File: config.mk
export PLATFORM = sky130hd
export DESIGN_NAME = tmpr_cell_ram
export DESIGN_NICKNAME = d
export VERILOG_FILES = /design/src/sv/tmpr_pkg.sv /design/src/sv/tmpr_cell_ram.sv
export SDC_FILE = /design/constraint.sdc
export NUM_CORES = 2
export LEC_CHECK = 0
export BUFFER_PORTS_ARGS = -buffer_cell sky130_fd_sc_hd__buf_2
export CAP_MARGIN = 30
export CORE_UTILIZATION = 27
export CTS_CLUSTER_DIAMETER = 200
export DETAILED_ROUTE_END_ITERATION = 6
export SLEW_MARGIN = 5
export SYNTH_ARGS = -nofsm -noshare
export SYNTH_HDL_FRONTEND = slang
export SYNTH_SLANG_ARGS = --single-unit
File: constraint.sdc
create_clock -name clock -period 3.31 [get_ports clock]
set_input_delay 0.331 -clock clock [delete_from_list [all_inputs] [get_ports clock]]
set_output_delay 0.331 -clock clock [all_outputs]
set_load 0.01 [all_outputs]
File: src/sv/tmpr_pkg.sv
// Shared types, request codes and palette table for the tile map pixel renderer.
package tmpr_pkg;

   // Request action codes
   localparam logic [1:0] ACT_PATTERN_WRITE = 2'd0;
   localparam logic [1:0] ACT_CELL_WRITE    = 2'd1;
   localparam logic [1:0] ACT_FLAG_WRITE    = 2'd2;
   localparam logic [1:0] ACT_PIXEL_READ    = 2'd3;

   // One map cell as held in the cell store
   typedef struct packed {
      logic       mirror_y;
      logic       mirror_x;
      logic [2:0] colour;
      logic [1:0] bank;
      logic [7:0] tile;
   } cell_type;

   // Foreground palette, packed as red, green, blue
   function automatic logic [23:0] palette_rgb(input logic [2:0] idx);
      logic [23:0] rgb;
      case (idx)
         3'd0: rgb = 24'hFF_FF_FF;
         3'd1: rgb = 24'hFF_20_20;
         3'd2: rgb = 24'hFF_A0_00;
         3'd3: rgb = 24'hFF_F0_00;
         3'd4: rgb = 24'h20_E0_40;
         3'd5: rgb = 24'h00_E0_E8;
         3'd6: rgb = 24'h30_60_FF;
         3'd7: rgb = 24'hF0_20_D0;
         default: rgb = 24'h00_00_00;
      endcase
      return rgb;
   endfunction

endpackage

File: src/sv/tmpr_cell_ram.sv
// Map cell store: one write port, one registered read port.
module tmpr_cell_ram #(
   parameter int DEPTH = 192,
   parameter int AW    = 8
) (
   input  logic                clock,
   input  logic                wr_en,
   input  logic [AW-1:0]       wr_addr,
   input  tmpr_pkg::cell_type  wr_data,
   input  logic [AW-1:0]       rd_addr,
   output tmpr_pkg::cell_type  rd_data
);
   import tmpr_pkg::*;

   cell_type cell_mem_ff [DEPTH];
   cell_type rd_data_ff;

   // Write, then read with old-data semantics on a same-address collision
   always_ff @(posedge clock) begin
      if (wr_en) begin
         cell_mem_ff[wr_addr] <= wr_data;
      end
      rd_data_ff <= cell_mem_ff[rd_addr];
   end

   assign rd_data = rd_data_ff;

endmodule

# After elaboration in Yosys (flattened, before gate mapping)
# Memory sizes are Yosys's and may differ from the RTL's. A register that Yosys moved wholly into a read port is not among the register bits.
# Cells that the tools add are included.
[classes]
n_mux = 2
[op_table]
columns = ["cell", "n"]
rows = [
  ["$mux 1", 2],
]
[totals]
regBits = 0
mem_bits_rw = 2880
input_bits = 33
output_inout_bits = 15
elab_cells = 3
n_memories = 1
[mem_list]
columns = ["memory", "words", "width", "read_ports", "rd_ports_with_merged_regs", "wr", "line", "text"]
rows = [
  ["cell_mem_ff", 192, 15, 1, 1, 1, "tmpr_cell_ram.sv:15", "cell_type cell_mem_ff [DEPTH];"],
]

# Longest topological paths before layout
[depth]
word_depth = 2
ltp_mapped = 12
depth_no_buf = 7

# Worst setup path after synthesis
# Ideal clock, no wire load.
[synth_path]
kind = "input to register"
startpoint = "input port rd_addr[1]"
endpoint = "register, netlist name rd_data[13]"
setup_ns = 0.136
arrival_time_ns = 2.327
required_time_ns = 3.174
slack_ns = 0.847
path_stages = 9
n_path_buf = 4
path_cell_list = "buf_2 > buf_4 > buf_2 > buf_1 > mux4_2 > a221oi_1 > o32ai_1 > o41ai_2 > o311ai_1"
[synth_lines]
columns = ["item", "line", "text"]
rows = [
  ["from (decl)", "tmpr_cell_ram.sv:10", "input logic [AW-1:0] rd_addr,"],
]

==> out/qor_table.md <==
| Metric | Value |
| --- | --- |
| Launching instance or port of the critical path | cell_mem_ff[176][9] |
| Cells resized by post-CTS repair | 0 |
| Initial detailed-routing violation count | 7358 |
| Biggest area contributors in the synthesized netlist | sky130_fd_sc_hd__edfxtp_1 (77%), sky130_fd_sc_hd__mux4_2 (12%), sky130_fd_sc_hd__mux2i_1 (2.8%) |
| Mapped Nets | 5170 |
| FF+latch count, synth | 2895 |
| Clk slew on worst S/H paths | 60 ps |
| Delay of the slowest critical-path stage | 980 ps |
| Required time of the critical path | 4020 ps |
| Maximum buffer depth of the clock tree | 4 |
| Final hold slack | 10.3 ps |
| Area of the die | 416000 um^2 |
| Initial antenna violation count | 30 |
| Critical R2R Launch | cell_mem_ff[176][9] |
| Final nets | 5798 |
| Endpoint kind of the worst setup timing path | flop |
| Hold Violations, Final | 0 |
| # Max-Cap Violations | 0 |
| Final Slew Violations | 0 |
| Detailed-router iteration count before antenna repair | 5 |
| Critical Path Source Type | flop |
| Total CTS buffers | 293 |
| Global router's overall resource usage | 14.7% |
| Unique cell type count in the Yosys netlist | 57 |
| Average detailed-routed wire length per instance | 27.6 um |
| Final Skew | 45.0 ps |
| TritonCTS clock tree | built |
| Die height | 645 um |
| Register-to-register setup slack | 270 ps |
| Yosys top cell by area | sky130_fd_sc_hd__edfxtp_1 |
| Fraction of final layout cells sized beyond drive strength 1 | 27.8% |
| Final WS setup | 273 ps |
| Data arrival time at the worst-slack endpoint | 3740 ps |
| Post-CTS Setup Inserts | 0 |
| CTS Root Buffer Type | sky130_fd_sc_hd__clkbuf_16 |
| Crit path max-delay cell type | sky130_fd_sc_hd__a2111oi_0 |
| Class of the tightest hold or removal check | in -> reg |
| Crit-path cells | nor2b_1, a2111oi_0, buf_4, o41ai_1, nor2_1, nor3b_1, nor2_1, buf_4, nor3_1 |
| Starting Density | 27.2% |
| Mean cell area of the mapped netlist | 21.7 um^2 |
| DRC | 0 |
| Number of vias after detailed routing | 57100 |
| Number of warning messages in the yosys log | 0 |
| DP Worst Slack | -295 ps |
| Antenna Violating Nets Remaining | 0 |
| Wire length of the first global-routing pass | 440000 um |
| Post-detailed-route via-to-cell ratio | 4.99 |
| Post-layout total power | 0.0768 W |
| Count of port buffers added during placement | 47 |
| Share of async-settable or async-resettable flops after synthesis | 0% |
| Share of the clock period used by the worst path after layout | 91.7% |
| Overflow left after global routing | 0 |
| Fraction of the core area covered by cells at the end of the flow | 32.0% |
| Number of flops mapped to enable cells by yosys | 2880 |
| Final TNS setup | 0 ps |
| Minimum clock period after layout | 3040 ps |
| Status | finished clean |
| R2r worst-path depth | 9 |
| Top cells by count, synth | sky130_fd_sc_hd__edfxtp_1 (2880), sky130_fd_sc_hd__mux4_2 (611), sky130_fd_sc_hd__mux2i_1 (315) |
| Min-Delay Endpoint | cell_mem_ff[55][4] |
| Setup repair after global routing missed its margin | false |
| Worst Path Max Fanout | 2 |
| Min-Delay Startpoint | wr_data[4] |
| Most frequently used cell type in the post-synthesis netlist | sky130_fd_sc_hd__edfxtp_1 |
| Reg-to-reg critical path endpoint | rd_data[9] |
| Area growth syn-to-layout | 17.8% |
| Crit path buf inv count | 2 |
| Proportion of synthesized chip area in sequential cells | 77.7% |
| Count of clock tree sinks | 2895 |
| Via count of the first global-routing pass | 56100 |
| Leak pwr | 41.4 nW |
| Count of mapped cells out of synthesis | 5137 |
| Maximum number of pins on one net before global-route repair | 119 |
| Final routed wirelength across all metal layers | 316000 um |
| Top Ports | 48 |
| Transition at the pin with the smallest max-transition slack | 1140 ps |
| Critical path start-end classification | reg -> reg |
| Detailed placer's ending HPWL | 201000 um |
| Die X | 645 um |
| Number of endpoints failing setup at the final stage | 0 |
| FP Rows | 235 |
| Clock latency on the worst-skew pair | 870 ps |
| Most common flop cell mapped by yosys | sky130_fd_sc_hd__edfxtp_1 |
| Achievable Freq | 329 MHz |
| Cell area after synthesis | 112000 um^2 |
| Area fraction of the dominant cell type after synthesis | 77.4% |
| Slew HR | 21.9% |
| Hold_buf cts | 9 |
| Last weighted congestion value of the routability-driven placer | 0.885 |
| Deepest level of the CTS H-tree | 5 |
| Count of cells along the worst hold path | 1 |
| Ratio of total power to cell area | 584 nW/um^2 |
| Family of cells with the greatest summed delay on the critical path | compound AO/OA/AOI/OAI gates |
| Max rail drop VDD | 0.496 mV |
| Core area | 411000 um^2 |
[logic make-up (layout without fill, tap and decap cells)]
kind of cell / Yosys count / after routing / synth area share (%)
flops: 2895 / 2895 / 77.7
mux: 945 / 945 / 15.5
simple gates: 517 / 517 / 1.95
compound gates: 478 / 478 / 3.17
buf+inv: 302 / 1143 / 1.74
other cells: 0 / 11 / 0
[worst max path at each step]
stage,endpoint,slack (ps),cells after the start
global placement,rd_data[5],-500,11
CTS,rd_data[0],410,6
floorplan,rd_data[13],850,9
finish,rd_data[9],270,9
detailed placement,rd_data[9],-290,12
global route,rd_data[0],290,6
[state kept, by name, indices dropped and copies added, names as in the netlist]
name / cells
cell_mem_ff: 2880
rd_data: 15
[layer usage]
metal | global-route usage [%] | vias to the layer above | part of all wire (%)
met5 | 0 | - | 0.017
met4 | 5.07 | 8 | 3.7
met1 | 20.0 | 30700 | 40
met2 | 23.7 | 2809 | 47
met3 | 2.78 | 531 | 8.9
li1 | - | 23000 | -
[per-stage QoR]
| step | std cells | cell area (um^2) |
|---|---|---|
| finish | 11400 | 132000 |
| global route | 11400 | 132000 |
| CTS | 11400 | 131000 |
| detailed placement | 10900 | 122000 |
| global placement | 10900 | 122000 |
| floorplan | 5137 | 112000 |
[worst register-to-register path, cell delays in order (launching register included)]
cell	delay (ps)
sky130_fd_sc_hd__edfxtp_1	350
sky130_fd_sc_hd__nor2b_1	130
sky130_fd_sc_hd__a2111oi_0	980
sky130_fd_sc_hd__buf_4	270
sky130_fd_sc_hd__o41ai_1	80
sky130_fd_sc_hd__nor2_1	420
sky130_fd_sc_hd__nor3b_1	200
sky130_fd_sc_hd__nor2_1	260
sky130_fd_sc_hd__buf_4	160
sky130_fd_sc_hd__nor3_1	40
[cells in the final DEF (no fill, tap or decap), drive strengths merged, types with 4 or more instances in the layout]
master / count
nor4: 13
clkbuf: 366
diode: 11
clkinvlp: 9
a221oi: 11
a32oi: 4
o21ai: 5
a22o: 10
mux2: 10
nand4: 12
a211o: 8
and3: 4
dfxtp: 15
nor3: 10
dlygate4sd3: 11
mux4: 620
nor2: 230
bufinv: 19
edfxtp: 2880
clkinv: 103
and2: 7
a2111oi: 6
o221ai: 129
a31oi: 9
buf: 617
inv: 18
a211oi: 62
nand2: 164
nand3: 49
a21oi: 70
a311oi: 6
mux2i: 315
nor2b: 22
a22oi: 53
o22ai: 86
[report_power, final]
part | leakage, nW | internal [W] | switching, W
clock network | 4.45 | 0.0183 | 0.0138
logic | 11.0 | 0.00152 | 0.00271
registers | 26.0 | 0.0404 | 0.0000899
total | 41.4 | 0.0602 | 0.0166
[layout make-up]
cell class | instances | area (um^2)
flip-flops and latches | 2895 | 86800
inverters | 6 | 27.5
multi-input cells | 1940 | 23100
fillers | 38600 | 279000
clock buffers | 365 | 7790
diodes | 11 | 27.5
well taps | 5451 | 6820
repair buffers | 629 | 5730
clock inverters | 143 | 1350
(Power assumes the default switching activity.)
